[config.mk]
export PLATFORM = sky130hd
export DESIGN_NAME = epoch_seconds_to_calendar_date
export DESIGN_NICKNAME = d
export VERILOG_FILES = /design/src/rtl/ecd_pkg.sv /design/src/rtl/ecd_dp.sv /design/src/rtl/ecd_ctrl.sv /design/src/rtl/epoch_seconds_to_calendar_date.sv
export SDC_FILE = /design/constraint.sdc
export NUM_CORES = 1
export LEC_CHECK = 0
export BUFFER_PORTS_ARGS = -buffer_cell sky130_fd_sc_hd__buf_2
export CAP_MARGIN = 20
export CORE_MARGIN = 10
export CORE_UTILIZATION = 55
export CTS_BUF_LIST = sky130_fd_sc_hd__clkbuf_8
export DETAILED_ROUTE_END_ITERATION = 10
export PLACE_DENSITY = 0.71
export SYNTH_ARGS = -nofsm -noshare
export SYNTH_HDL_FRONTEND = slang
export SYNTH_SLANG_ARGS = --single-unit
export TNS_END_PERCENT = 1
[constraint.sdc]
create_clock -name clk -period 6.69 [get_ports clk]
set_input_delay 0.3345 -clock clk [delete_from_list [all_inputs] [get_ports clk]]
set_output_delay 0.3345 -clock clk [all_outputs]
set_load 0.05 [all_outputs]
[src/rtl/ecd_pkg.sv]
package ecd_pkg;

    typedef enum logic [2:0] {
        ST_IDLE,
        ST_DIV,
        ST_YEAR,
        ST_MONTH,
        ST_DONE
    } ecd_state_t;

    localparam logic [4:0]  STEP_DAY_MUL    = 5'd1;
    localparam logic [4:0]  STEP_DAY_SPLIT  = 5'd0;
    localparam logic [4:0]  STEP_HOUR       = 5'd0;
    localparam logic [4:0]  STEP_MSEC       = 5'd1;
    localparam logic [4:0]  STEP_MIN        = 5'd2;
    localparam logic [4:0]  STEP_SEC        = 5'd3;
    localparam logic [4:0]  DIV_TOP         = STEP_DAY_MUL;
    localparam logic [4:0]  SPLIT_END       = 5'd4;

    // floor(x / d) as (x * RECIP) >> shift, exact over each operand range
    localparam logic [26:0] DAY_RECIP       = 27'd101806633;
    localparam logic [13:0] HOUR_RECIP      = 14'd9321;
    localparam logic [10:0] MIN_RECIP       = 11'd1093;
    localparam logic [17:0] WEEK_RECIP      = 18'd149797;

    localparam logic [16:0] SECS_PER_DAY_LO  = 17'd86400;
    localparam logic [11:0] SECS_PER_HOUR_LO = 12'd3600;
    localparam logic [5:0]  SECS_PER_MIN_LO  = 6'd60;
    localparam logic [33:0] SECS_PER_HOUR_W = 34'd3600;
    localparam logic [11:0] BASE_YEAR       = 12'd1970;
    localparam logic [11:0] NONLEAP_CENTURY = 12'd2100;
    localparam logic [8:0]  DAYS_LEAP       = 9'd366;
    localparam logic [8:0]  DAYS_COMMON     = 9'd365;
    localparam logic [16:0] EPOCH_WEEKDAY   = 17'd4;
    localparam logic [2:0]  WEEK_LEN        = 3'd7;
    localparam logic [3:0]  MONTH_JAN       = 4'd1;
    localparam logic [3:0]  MONTH_FEB       = 4'd2;
    localparam logic [3:0]  MONTH_APR       = 4'd4;
    localparam logic [3:0]  MONTH_JUN       = 4'd6;
    localparam logic [3:0]  MONTH_SEP       = 4'd9;
    localparam logic [3:0]  MONTH_NOV       = 4'd11;

    typedef struct packed {
        logic       load;
        logic       div_step;
        logic       split_step;
        logic       year_step;
        logic       month_step;
        logic [4:0] cnt;
    } ecd_cmd_t;

    typedef struct packed {
        logic year_fit;
        logic month_fit;
    } ecd_status_t;

    // leap rule over the reachable years 1970 to 2106
    function automatic logic is_leap_year(input logic [11:0] y);
        return (y[1:0] == 2'b00) && (y != NONLEAP_CENTURY);
    endfunction

    function automatic logic [4:0] month_days(input logic [3:0] m, input logic leap);
        logic [4:0] len;
        unique case (m)
            MONTH_FEB: len = leap ? 5'd29 : 5'd28;
            MONTH_APR,
            MONTH_JUN,
            MONTH_SEP,
            MONTH_NOV: len = 5'd30;
            default:   len = 5'd31;
        endcase
        return len;
    endfunction

endpackage

[src/rtl/ecd_dp.sv]
module ecd_dp (
    input  logic                clk,
    input  ecd_pkg::ecd_cmd_t   cmd,
    input  logic [31:0]         epoch_seconds,
    input  logic signed [4:0]   utc_offset_hours,
    output ecd_pkg::ecd_status_t status,
    output logic [11:0]         calendar_year,
    output logic [3:0]          calendar_month,
    output logic [4:0]          day_of_month,
    output logic [4:0]          hour_of_day,
    output logic [5:0]          minute_of_hour,
    output logic [5:0]          second_of_minute,
    output logic [2:0]          weekday,
    output logic                clamped
);

    logic [32:0] rem_reg;
    logic [16:0] days_reg;
    logic [16:0] sod_reg;
    logic [16:0] wsum_reg;
    logic [2:0]  week_q_reg;
    logic [11:0] msec_reg;
    logic [4:0]  hour_reg;
    logic [5:0]  minute_reg;
    logic [5:0]  second_reg;
    logic [2:0]  wday_reg;
    logic [16:0] yrem_reg;
    logic [11:0] year_reg;
    logic [3:0]  month_reg;
    logic        clamped_reg;

    logic signed [33:0] off_wide;
    logic signed [33:0] off_prod;
    logic signed [33:0] local_sum;
    logic [52:0] day_prod_next;
    logic [16:0] sod_next;
    logic [16:0] wsum_next;
    logic [34:0] week_prod_next;
    logic [26:0] hour_prod_next;
    logic [11:0] msec_next;
    logic [2:0]  wday_next;
    logic [20:0] min_prod_next;
    logic [5:0]  second_next;
    logic        leap;
    logic [8:0]  year_len;
    logic [4:0]  mon_len;

    always_comb
    begin
        off_wide  = {{29{utc_offset_hours[4]}}, utc_offset_hours};
        off_prod  = off_wide * $signed(ecd_pkg::SECS_PER_HOUR_W);
        local_sum = $signed({2'b00, epoch_seconds}) + off_prod;

        day_prod_next  = {27'd0, rem_reg[32:7]} * {26'd0, ecd_pkg::DAY_RECIP};
        sod_next       = rem_reg[16:0] - days_reg * ecd_pkg::SECS_PER_DAY_LO;
        wsum_next      = days_reg + ecd_pkg::EPOCH_WEEKDAY;

        week_prod_next = {18'd0, wsum_reg} * {17'd0, ecd_pkg::WEEK_RECIP};
        hour_prod_next = {14'd0, sod_reg[16:4]} * {13'd0, ecd_pkg::HOUR_RECIP};
        msec_next      = sod_reg[11:0] - {7'd0, hour_reg} * ecd_pkg::SECS_PER_HOUR_LO;
        wday_next      = wsum_reg[2:0] - week_q_reg * ecd_pkg::WEEK_LEN;
        min_prod_next  = {11'd0, msec_reg[11:2]} * {10'd0, ecd_pkg::MIN_RECIP};
        second_next    = msec_reg[5:0] - minute_reg * ecd_pkg::SECS_PER_MIN_LO;

        leap     = ecd_pkg::is_leap_year(year_reg);
        year_len = leap ? ecd_pkg::DAYS_LEAP : ecd_pkg::DAYS_COMMON;
        mon_len  = ecd_pkg::month_days(month_reg, leap);

        status.year_fit  = yrem_reg < {8'd0, year_len};
        status.month_fit = yrem_reg < {12'd0, mon_len};
    end

    always_ff @(posedge clk)
    begin
        if (cmd.load)
        begin
            clamped_reg <= local_sum[33];
            rem_reg     <= local_sum[33] ? 33'd0 : local_sum[32:0];
        end
        if (cmd.div_step)
        begin
            if (cmd.cnt == ecd_pkg::STEP_DAY_MUL)
            begin
                days_reg <= day_prod_next[52:36];
            end
            else if (cmd.cnt == ecd_pkg::STEP_DAY_SPLIT)
            begin
                sod_reg   <= sod_next;
                wsum_reg  <= wsum_next;
                yrem_reg  <= days_reg;
                year_reg  <= ecd_pkg::BASE_YEAR;
                month_reg <= ecd_pkg::MONTH_JAN;
            end
        end
        if (cmd.split_step)
        begin
            unique case (cmd.cnt)
                ecd_pkg::STEP_HOUR:
                begin
                    hour_reg   <= hour_prod_next[25:21];
                    week_q_reg <= week_prod_next[22:20];
                end
                ecd_pkg::STEP_MSEC:
                begin
                    msec_reg <= msec_next;
                    wday_reg <= wday_next;
                end
                ecd_pkg::STEP_MIN:
                begin
                    minute_reg <= min_prod_next[19:14];
                end
                ecd_pkg::STEP_SEC:
                begin
                    second_reg <= second_next;
                end
                default:
                begin
                end
            endcase
        end
        if (cmd.year_step && !status.year_fit)
        begin
            yrem_reg <= yrem_reg - {8'd0, year_len};
            year_reg <= year_reg + 12'd1;
        end
        if (cmd.month_step && !status.month_fit)
        begin
            yrem_reg  <= yrem_reg - {12'd0, mon_len};
            month_reg <= month_reg + 4'd1;
        end
    end

    assign calendar_year    = year_reg;
    assign calendar_month   = month_reg;
    assign day_of_month     = yrem_reg[4:0] + 5'd1;
    assign hour_of_day      = hour_reg;
    assign minute_of_hour   = minute_reg;
    assign second_of_minute = second_reg;
    assign weekday          = wday_reg;
    assign clamped          = clamped_reg;

endmodule

[src/rtl/ecd_ctrl.sv]
module ecd_ctrl (
    input  logic                 clk,
    input  logic                 rst_n,
    input  logic                 in_valid,
    output logic                 in_stall,
    output logic                 out_valid,
    input  logic                 out_stall,
    input  ecd_pkg::ecd_status_t status,
    output ecd_pkg::ecd_cmd_t    cmd
);

    ecd_pkg::ecd_state_t state_reg;
    ecd_pkg::ecd_state_t state_next;
    logic [4:0]          cnt_reg;
    logic [4:0]          cnt_next;

    always_ff @(posedge clk or negedge rst_n)
    begin
        if (!rst_n)
        begin
            state_reg <= ecd_pkg::ST_IDLE;
            cnt_reg   <= 5'd0;
        end
        else
        begin
            state_reg <= state_next;
            cnt_reg   <= cnt_next;
        end
    end

    always_comb
    begin
        state_next     = state_reg;
        cnt_next       = cnt_reg;
        cmd            = '0;
        cmd.cnt        = cnt_reg;
        in_stall       = 1'b1;
        out_valid      = 1'b0;
        unique case (state_reg)
            ecd_pkg::ST_IDLE:
            begin
                in_stall = 1'b0;
                if (in_valid)
                begin
                    cmd.load   = 1'b1;
                    cnt_next   = ecd_pkg::DIV_TOP;
                    state_next = ecd_pkg::ST_DIV;
                end
            end
            ecd_pkg::ST_DIV:
            begin
                cmd.div_step = 1'b1;
                if (cnt_reg == 5'd0)
                begin
                    state_next = ecd_pkg::ST_YEAR;
                end
                else
                begin
                    cnt_next = cnt_reg - 5'd1;
                end
            end
            ecd_pkg::ST_YEAR:
            begin
                cmd.year_step  = 1'b1;
                cmd.split_step = cnt_reg != ecd_pkg::SPLIT_END;
                if (cmd.split_step)
                begin
                    cnt_next = cnt_reg + 5'd1;
                end
                else if (status.year_fit)
                begin
                    state_next = ecd_pkg::ST_MONTH;
                end
            end
            ecd_pkg::ST_MONTH:
            begin
                cmd.month_step = 1'b1;
                if (status.month_fit)
                begin
                    state_next = ecd_pkg::ST_DONE;
                end
            end
            ecd_pkg::ST_DONE:
            begin
                out_valid = 1'b1;
                if (!out_stall)
                begin
                    state_next = ecd_pkg::ST_IDLE;
                end
            end
            default:
            begin
                state_next = ecd_pkg::ST_IDLE;
            end
        endcase
    end

`ifndef SYNTHESIS
    a_cmd_onehot: assert property (@(posedge clk) disable iff (!rst_n)
        $onehot0({cmd.load, cmd.div_step, cmd.year_step, cmd.month_step}))
        else $error("more than one datapath command");

    a_accept_div: assert property (@(posedge clk) disable iff (!rst_n)
        (in_valid && !in_stall) |=> (state_reg == ecd_pkg::ST_DIV && cnt_reg == ecd_pkg::DIV_TOP))
        else $error("accepted item did not start the day division");

    a_div_to_year: assert property (@(posedge clk) disable iff (!rst_n)
        (state_reg == ecd_pkg::ST_DIV && cnt_reg == 5'd0) |=>
        (state_reg == ecd_pkg::ST_YEAR && cnt_reg == 5'd0))
        else $error("division did not hand over to the year walk");

    a_year_split: assert property (@(posedge clk) disable iff (!rst_n)
        (state_reg == ecd_pkg::ST_YEAR && state_next == ecd_pkg::ST_MONTH) |->
        (cnt_reg == ecd_pkg::SPLIT_END && status.year_fit))
        else $error("month walk began before year walk and time split finished");
`endif

endmodule

[src/rtl/epoch_seconds_to_calendar_date.sv]
// An accepted item goes through the day division, then the year walk, which steps one
// year per cycle with the time split beside it, then the month walk. Throughput: one
// item at a time; the next item can be taken in the cycle after the result leaves.
// Reset (rst_n, asynchronous, active low) returns the controller to idle and drops any
// item in flight; datapath registers are not reset.
module epoch_seconds_to_calendar_date (
    input  logic              clk,
    input  logic              rst_n,
    input  logic              in_valid,
    output logic              in_stall,
    input  logic [31:0]       epoch_seconds,
    input  logic signed [4:0] utc_offset_hours,
    output logic              out_valid,
    input  logic              out_stall,
    output logic [11:0]       calendar_year,
    output logic [3:0]        calendar_month,
    output logic [4:0]        day_of_month,
    output logic [4:0]        hour_of_day,
    output logic [5:0]        minute_of_hour,
    output logic [5:0]        second_of_minute,
    output logic [2:0]        weekday,
    output logic              clamped
);

    ecd_pkg::ecd_cmd_t    cmd;
    ecd_pkg::ecd_status_t status;

    ecd_ctrl u_ctrl (
        .clk       (clk),
        .rst_n     (rst_n),
        .in_valid  (in_valid),
        .in_stall  (in_stall),
        .out_valid (out_valid),
        .out_stall (out_stall),
        .status    (status),
        .cmd       (cmd)
    );

    ecd_dp u_dp (
        .clk              (clk),
        .cmd              (cmd),
        .epoch_seconds    (epoch_seconds),
        .utc_offset_hours (utc_offset_hours),
        .status           (status),
        .calendar_year    (calendar_year),
        .calendar_month   (calendar_month),
        .day_of_month     (day_of_month),
        .hour_of_day      (hour_of_day),
        .minute_of_hour   (minute_of_hour),
        .second_of_minute (second_of_minute),
        .weekday          (weekday),
        .clamped          (clamped)
    );

endmodule
After elaboration in Yosys (flattened, before gate mapping). Index checks and enable logic that the tools add are counted.

Add/subtract/negate cells: 13. Multipliers: 9. Order comparisons: 2. Equality and inequality tests: 25. Muxes and demuxes: 34. Bitwise gates (word level): 1. Reductions and logical operators: 27.

Operator list (number): two-way mux 17 bit (5); multiplier 26 x 27 -> 53 bit, second input constant (1); two-way mux 12 bit (4); adder 33 x 34 -> 34 bit (1); multiplier 13 x 14 -> 26 bit, second input constant (1); multiplier 17 x 18 -> 23 bit, second input constant (1); multiplier 10 x 11 -> 20 bit, second input constant (1); two-way mux 3 bit (6); adder 17 x 3 -> 17 bit, second input constant (1); less-than comparator 17 x 5 -> 1 bit (1); less-than comparator 17 x 9 -> 1 bit (1); multiplier 17 x 10 -> 10 bit, second input constant (1); subtractor 17 bit (1); subtractor 17 x 5 -> 17 bit (1); subtractor 17 x 9 -> 17 bit (1); two-way mux 4 bit (4); two-way mux 5 bit (3); one-hot mux 3 bit (5 select lines) (1); one-hot mux 5 bit (3 select lines) (1); multiplier 5 x 9 -> 14 bit, second input constant (1); adder 12 x 1 -> 12 bit, second input constant (1); inequality test 12 bit, second input constant (1); inequality test 2 bit, second input constant (6); AND reduction 3 bit (4); other kinds (35) (62).

Flip-flop bits (word level): 161. Bits of input ports: 41. Word-level logic and storage cells: 127.

Logic depth before layout (Yosys ltp). Gate-level depths: netlist of run 1.

Word-level depth: 9. Mapped depth: 25. Depth with buffers taken out: 25.

Hierarchy. Synthesis of run 1 repeated with hierarchy kept, for this count alone.

Cells, all modules: 2506. Area, all modules: 25667.1 µm².

Modules (own cells, without submodules): ecd_dp (instances 1, cells each 2433, area an instance 24997.7 µm², seq. area each 4594.4 µm²); ecd_ctrl (instances 1, cells each 73, area an instance 669.4 µm², seq. area each 200.2 µm²).

Least setup slack after synthesis of run 1. No wires, ideal clock.

Path kind: input to register. Start: in utc_offset_hours[2]. End: reg u_dp.rem_reg[26], data pin. Library setup time: 169 ps. Arrival: 6269 ps. Slack: 252 ps. Stages: 22. Buffers on the path: 1. Cells stage by stage: fa_1 -> inv_1 -> fa_1 -> fa_1 -> inv_1 -> fa_1 -> a21oi_1 -> nor2_1 -> nor2_1 -> nor2b_1 -> nor3_1 -> ha_1 -> a21o_1 -> a21o_1 -> a221oi_2 -> o21ai_1 -> nor2_2 -> o211ai_2 -> a31oi_4 -> xnor2_2 -> buf_6 -> nor4_4.

Longest elaborated chain between the ends: 2.

RTL lines: start, declared (line epoch_seconds_to_calendar_date.sv:12) `input logic signed [4:0] utc_offset_hours,`; multiplier 5 x 9 -> 14 bit (line ecd_dp.sv:51) `off_prod = off_wide * $signed(ecd_pkg::SECS_PER_HOUR_W);`; adder 33 x 34 -> 34 bit (line ecd_dp.sv:52) `local_sum = $signed({2'b00, epoch_seconds}) + off_prod;`; end signal, assigned (line ecd_dp.sv:78) `rem_reg <= local_sum[33] ? 33'd0 : local_sum[32:0];`; end, declared (line ecd_dp.sv:17) `logic [32:0] rem_reg;`.

No other way between the ends. A chain may end at the register's enable or synchronous reset.

Final worst setup path of run 1.
Start: reg u_dp.rem_reg[21]. End: reg u_dp.days_reg[16], data pin.

Longest elaborated chain between the ends: 1.

RTL lines: multiplier 26 x 27 -> 53 bit (line ecd_dp.sv:54) `day_prod_next = {27'd0, rem_reg[32:7]} * {26'd0, ecd_pkg::DAY_RECIP};`; net u_dp.day_prod_next[52] (line ecd_dp.sv:35) `logic [52:0] day_prod_next;`; end signal, assigned (line ecd_dp.sv:84) `days_reg <= day_prod_next[52:36];`; end, declared (line ecd_dp.sv:18) `logic [16:0] days_reg;`.

The timed path passes the listed nets, and every way through them passes these cells.

==> results of run 1 <==
==> final cells by class <==
type,instances,area (um2)
timing repair buffer,134,806
fill,3869,18800
clock buffer,17,234
antenna,1,2.50
tap,607,759
sequential,161,4790
inverter,594,2230
multi-input combinational,1742,18600
clock inverter,15,134
==> kinds of logic after synthesis <==
kind of cell | after synthesis
buf+inv | 617
fa+ha+maj | 885
simple gates | 361
flops | 161
compound gates | 353
mux | 2
xor+xnor | 141
==> routing by layer <==
metal	GRT usage (%)	wire length, um
met1	25.5	24200
met2	37.5	28800
met3	3.01	2450
met4	8.69	2050
met5	0	0
==> synthesized netlist by cell type, drive strengths merged (19+ instances only) <==
cell type,instances,area share (%)
o21bai,19,0.56
nor3,32,0.62
a21o,42,1.2
xor2,46,1.6
nand2,92,1.3
a21oi,100,1.9
inv,594,8.7
o21ai,65,1.3
edfxtp,153,18
nor2b,19,0.46
nor2,91,1.3
xnor2,95,3.3
ha,600,29
fa,285,22
nand3,44,0.86
==> worst reg2reg max path, delay by kind of cell, from the launching register on <==
| family | cells | cell delay, ns |
|---|---|---|
| adder cells (fa/ha/maj) | 8 | 3.73 |
| AO/OA/AOI/OAI | 6 | 1.37 |
| flip-flops | 1 | 0.45 |
| AND/OR/NAND/NOR | 2 | 0.33 |
| buffers and inverters | 4 | 0.18 |
| XOR/XNOR | 1 | 0.10 |
==> worst max path at each step <==
| stage | start | end | slack (ns) | depth (start not counted) |
|---|---|---|---|---|
| 6_report | u_dp.rem_reg[21] | u_dp.days_reg[16] | 0.28 | 21 |
| 5_1_grt | u_dp.rem_reg[12] | u_dp.days_reg[16] | 0.002 | 21 |
| 4_1_cts | u_dp.rem_reg[18] | u_dp.days_reg[15] | 0.03 | 21 |
| 3_5_place_dp | u_dp.rem_reg[18] | u_dp.days_reg[15] | 0.008 | 21 |
| 3_3_place_gp | u_dp.rem_reg[18] | u_dp.days_reg[15] | 0.13 | 21 |
| 2_1_floorplan | utc_offset_hours[2] | u_dp.rem_reg[26] | 0.25 | 22 |
==> stage by stage <==
| step | worst slack [ns] | utilization (%) |
|---|---|---|
| 2_1_floorplan | 0.252 | - |
| 3_3_place_gp | 0.130 | 58.4 |
| 3_5_place_dp | 0.00832 | 58.5 |
| 4_1_cts | 0.0287 | 59.3 |
| 5_1_grt | 0.00159 | 59.5 |
| 6_report | 0.282 | 59.5 |
==> cell usage in the layout (no fill, tap or decap), types with 8 or more instances in the layout <==
cell type,n
nor2_1,90
a22oi_1,8
nand3_1,44
a211oi_1,18
a21o_1,42
o21ai_0,63
buf_2,84
edfxtp_1,153
xor2_1,46
nand4_1,15
dfrtp_1,8
nand2_1,91
a31oi_1,13
o22ai_1,15
and3_1,18
nor3_1,30
buf_4,46
nor2b_1,19
fa_1,285
inv_1,595
o21a_1,12
nand2b_1,11
o21bai_1,19
xnor2_1,94
ha_1,599
a21oi_1,98
clkbuf_8,17
or3_1,8
o211ai_1,8
==> repair_timing <==
action                                 CTS  global route
hold buffers                             2             0
endpoints found under the hold margin    9             0
gates resized for setup                  0             6
setup endpoints to repair                1             6
setup buffers                            2             6
pin swaps                                0             0
==> flow_metrics.tcl, run 1 <==
set metrics [dict create \
    netlist-cell-type-count 73 \
    crit_path_end_kind "flip-flop" \
    ys.warnings.count 0 \
    grt.overflow.total 0 \
    num-nets-final 3576 \
    async_flop_share_pct 4.97 \
    worstPathRequired_ns 6.99 \
    die-area_um2 55800 \
    routed_wl_mm 57.5 \
    netlist_area_um2 25700 \
    via_per_inst 5.51 \
    cts_tree "yes" \
    ys_seq_area_share_pct 18.7 \
    clk_latency_ns 0.56 \
    fp.dieH_um 236 \
    crit_arrival_ns 6.71 \
    min_from "epoch_seconds[0]" \
    hp-class "in2reg" \
    reg2reg_slack_ns 0.28 \
    grt_pass1_wl_mm 95.9 \
    wl_per_cell_um 17.6 \
    synthXorXnorAreaFrac_pct 4.84 \
    hold_end "u_dp.rem_reg[0]" \
    detail-route-antenna-nets 0 \
    holdWs_ns 0.124 \
    cts.reportedPaths.clkPinSlew_ns 0.09 \
    grt_antenna_before_repair 1 \
    clock_path_buffers 2 \
    cts_made_buffers 17 \
    crit_path_max_fanout 6 \
    synth-compound-area-share_pct 9.08 \
    htree_num_levels 4 \
    timing.fmax_ghz 0.156 \
    vias 18015 \
    dpl_cell_area_um2 27100 \
    fin_tns_setup_ns 0 \
    finalHoldViolations 0 \
    critPathSlowestCell "fa_1" \
    synthesis.nets 3446 \
    firstDrtPassIters 5 \
    rsz0062_at_grt "false" \
    worst_slew_pin_slew_ns 1.04 \
    cp-start-kind "flip-flop" \
    path_class "reg2reg" \
    grt_pass1_vias 19365 \
    drv_slew 0 \
    synth-edff-count 153 \
    setup_viol 0 \
    post-place-cells 3227 \
    path_cells "fa_1 > inv_1 > fa_1 > inv_1 > ha_1 > fa_1 > fa_1 > fa_1 > inv_1 > fa_1 > inv_1 > ha_1 > and3_1 > a221o_1 > o2111ai_2 > a31oi_1 > a21oi_2 > nand2_2 > a31o_2 > o41ai_2 > xnor2_1" \
    cts-root-buf "clkbuf_8" \
    ys_ff_latch 161 \
    cts_num_sinks 161 \
    syn_inst 2520 \
    initial_core_util_pct 55.4 \
    reg2reg_depth 21 \
    drtIter0Drc 829 \
    reg2reg_from "u_dp.rem_reg[21]" \
    drc_errors 0 \
    fin_crit_ns 6.41 \
    critPathMaxStageDelay_ns 0.56 \
    fin_area_um2 27600 \
    max-cap-violations 0 \
    syn_avg_cell_area_um2 10.2 \
    dp_hpwl_mm 49.5 \
    io_pins 85 \
    core_area_um2 46400 \
    die_w_um 236 \
    run_status "finished clean" \
    r2r_end "u_dp.days_reg[16]" \
    final_cells 3271 \
    fin_skew_ns 0.0191 \
    synth_top_family_by_area "adder cells" \
    syn2layout_area_growth_pct 7.35 \
    num_rows 79 \
    grt_max_degree 35 \
    largest_reg_flops 33 \
    place.gp.congestion 0.971 \
    portBuffers 84 \
    synthMuxAreaShare_pct 0.0828 \
    yosys.area_share.simple_pct 6.87 \
    finalCritPeriodShare_pct 95.8 \
    grtUsageTotal_pct 21.2 \
    holdPathStages 2 \
    synthAdderAreaFrac_pct 51.4 \
    ys.flop_type "edfxtp_1" \
    slew_headroom_pct 30.7 \
    drive_gt1_share_pct 7.40 \
    crit_top_cell "fa_1" \
    critPathTopFamily "adder cells" \
    worst-path-buf-inv 4 \
]
Power of run 1 is left out: the tool's default activity adds up to more than one toggle a clock period on the data nets, which glitch-free logic cannot reach.
==> inputs of run 2 (changes only) <==
Settings changed: ABC_AREA from default to 1.
==> run 2 against run 1 <==
Die area rose by 12%. Worst hold slack got worse by 0.021 ns. Critical path depth rose by 2. Utilization fell by 0.88 points. Worst setup slack improved by 0.30 ns. Final area rose by 11%. Critical endpoint is now u_dp.days_reg[3].
==> flow_metrics.tcl, run 2 <==
set metrics [dict create \
    cts_setup_buffers 0 \
    grtUsageTotal_pct 22.6 \
    setup_viol 0 \
    finalHoldViolations 0 \
    portBuffers 84 \
    drv_slew 0 \
    fin_tns_setup_ns 0 \
    cts-root-buf "clkbuf_8" \
    routed_wl_mm 69.0 \
    via_per_inst 5.25 \
    timing.fmax_ghz 0.164 \
    p_leak_nw 16.5 \
    initial_core_util_pct 55.4 \
    ys_ff_latch 161 \
    netlist-cell-type-count 52 \
    drive_gt1_share_pct 5.83 \
    crit_path_max_fanout 8 \
    wl_per_cell_um 16.2 \
    cts.reportedPaths.clkPinSlew_ns 0.10 \
    ys_seq_area_share_pct 16.5 \
    mostFrequentLayoutCells "829 x inv_1, 600 x ha_1, 584 x nand2_1" \
    finalCritPeriodShare_pct 91.4 \
    syn_avg_cell_area_um2 8.40 \
    final_common_cell "inv_1" \
    worstPathRequired_ns 7.01 \
    drtIter0Drc 1247 \
    ys.warnings.count 0 \
    syn_inst 3450 \
    num-nets-final 4482 \
    postLayoutCoreUtil_pct 58.6 \
    peakVddDrop_uv 136 \
    synthXorXnorAreaFrac_pct 3.54 \
    p_total_w 0.00238 \
    max-cap-violations 0 \
    rsz0062_at_grt "false" \
    netlist_area_um2 29000 \
    place.gp.congestion 0.983 \
    crit_arrival_ns 6.43 \
    hp-class "in2reg" \
    power_density_nw_per_um2 77.5 \
    synth-edff-count 153 \
    dp_hpwl_mm 60.0 \
    synth_common_cells "829 x inv_1, 600 x ha_1, 584 x nand2_1" \
    slew_headroom_pct 27.2 \
    synthesis.nets 4376 \
    fin_skew_ns 0.0191 \
    synth_top_family_by_area "adder cells" \
    drc_errors 0 \
    htree_num_levels 4 \
    grt_pass1_vias 22645 \
    fp.dieH_um 250 \
    firstDrtPassIters 6 \
    final_cells 4257 \
    grt.overflow.total 0 \
    cts_tree "yes" \
    largest_reg_flops 33 \
    clk_latency_ns 0.56 \
    cts_num_sinks 161 \
    reg2reg_slack_ns 0.58 \
    holdWs_ns 0.103 \
    die-area_um2 62300 \
    synth_area_leader_cell "ha_1" \
    synth_top_cell_area_share_pct 25.9 \
    cp-start-kind "flip-flop" \
    clock_path_buffers 2 \
    path_class "reg2reg" \
    core_area_um2 52300 \
    post-place-cells 4223 \
    synthMuxAreaShare_pct 0 \
    synth_most_common_cell "inv_1" \
    grt_max_degree 36 \
    run_status "finished clean" \
    vias 22335 \
    fill_cells 4799 \
    grt_antenna_before_repair 0 \
    worst_slew_pin_slew_ns 1.09 \
    fin_crit_ns 6.11 \
    yosys.area_share.simple_pct 16.1 \
    crit_path_end_kind "flip-flop" \
    synth_area_leaders "ha_1 26%, fa_1 20%, edfxtp_1 16%, inv_1 11%, nand2_1 7.6%" \
    grt_pass1_wl_mm 114 \
    cts_made_buffers 17 \
    num_rows 84 \
    io_pins 85 \
    synth-compound-area-share_pct 6.92 \
    ys.flop_type "edfxtp_1" \
    n_antenna_cell 0 \
    die_w_um 250 \
    detail-route-antenna-nets 0 \
    syn2layout_area_growth_pct 5.86 \
    async_flop_share_pct 4.97 \
    synthAdderAreaFrac_pct 45.6 \
]
==> run 2: worst paths after layout <==
kind / endpoint / startpoint / cells past startpoint
min reg2reg: u_dp.sod_reg[2] / u_dp.rem_reg[2] / 0
min: u_dp.rem_reg[2] / epoch_seconds[2] / 3
max: u_dp.days_reg[3] / u_dp.rem_reg[30] / 23
max reg2reg: u_dp.days_reg[3] / u_dp.rem_reg[30] / 23
max in group asynchronous: u_ctrl.cnt_reg[3] / rst_n / 2
min in group asynchronous: u_ctrl.cnt_reg[1] / rst_n / 2
==> run 2: final cells by class <==
class	count	area [um2]	share of cell area (%)
inverters	839	3150	10.3
multi-input cells	2435	20900	68.2
clock inverters	15	153	0.498
well taps	688	861	2.81
clock buffers	17	234	0.763
flip-flops and latches	161	4790	15.6
repair buffers	102	561	1.83
==> run 2: cells by family after synthesis <==
| family | count (synthesis) |
|---|---|
| adder cells (fa/ha/maj) | 885 |
| AO/OA/AOI/OAI | 346 |
| AND/OR/NAND/NOR | 1087 |
| buffers and inverters | 854 |
| XOR/XNOR | 117 |
| flip-flops | 161 |
==> run 2: metrics by stage <==
stage          worst slack, ns  cell area, um2
2_1_floorplan             1.02           29000
3_3_place_gp             0.670           30300
3_5_place_dp             0.599           30300
4_1_cts                  0.572           30700
5_1_grt                  0.171           30700
6_report                 0.578           30700
==> run 2: metal layers <==
| metal | vias up | part of all wire (%) | global-route usage (%) |
|---|---|---|---|
| met5 | - | 0 | 0 |
| met4 | 0 | 2.3 | 6.15 |
| met3 | 94 | 4.6 | 2.94 |
| met2 | 506 | 48 | 39.0 |
| met1 | 10542 | 45 | 29.2 |
| li1 | 11193 | - | - |
==> run 2: what timing repair did <==
action	CTS	global route
endpoints found under the hold margin	9	0
resized for setup	0	0
hold buffers	2	0
==> run 2: where the power goes <==
part / leakage [nW] / internal (W) / switching (W) / total, W
clock network: 0.182 / 0.000303 / 0.000456 / 0.000759
logic: 14.8 / 0.000185 / 0.000331 / 0.000516
registers: 1.52 / 0.00110 / 0 / 0.00110
total: 16.5 / 0.00159 / 0.000786 / 0.00238
==> run 2: worst max-delay path, cell delays in order, from the launching register on <==
cell      delay [ns]
edfxtp_1        0.54
fa_1            0.58
inv_1           0.05
fa_1            0.50
inv_1           0.06
fa_1            0.54
inv_1           0.06
fa_1            0.53
inv_1           0.05
fa_1            0.53
inv_1           0.06
fa_1            0.53
inv_1           0.04
ha_1            0.28
ha_1            0.38
nand2_1         0.11
nor2_1          0.26
nand2_1         0.15
nor3_1          0.26
o21ai_0         0.13
nand2_1         0.07
nor2_1          0.05
nand3_1         0.07
nand2_1         0.06
Note: power is estimated with default switching activity, not from simulation.
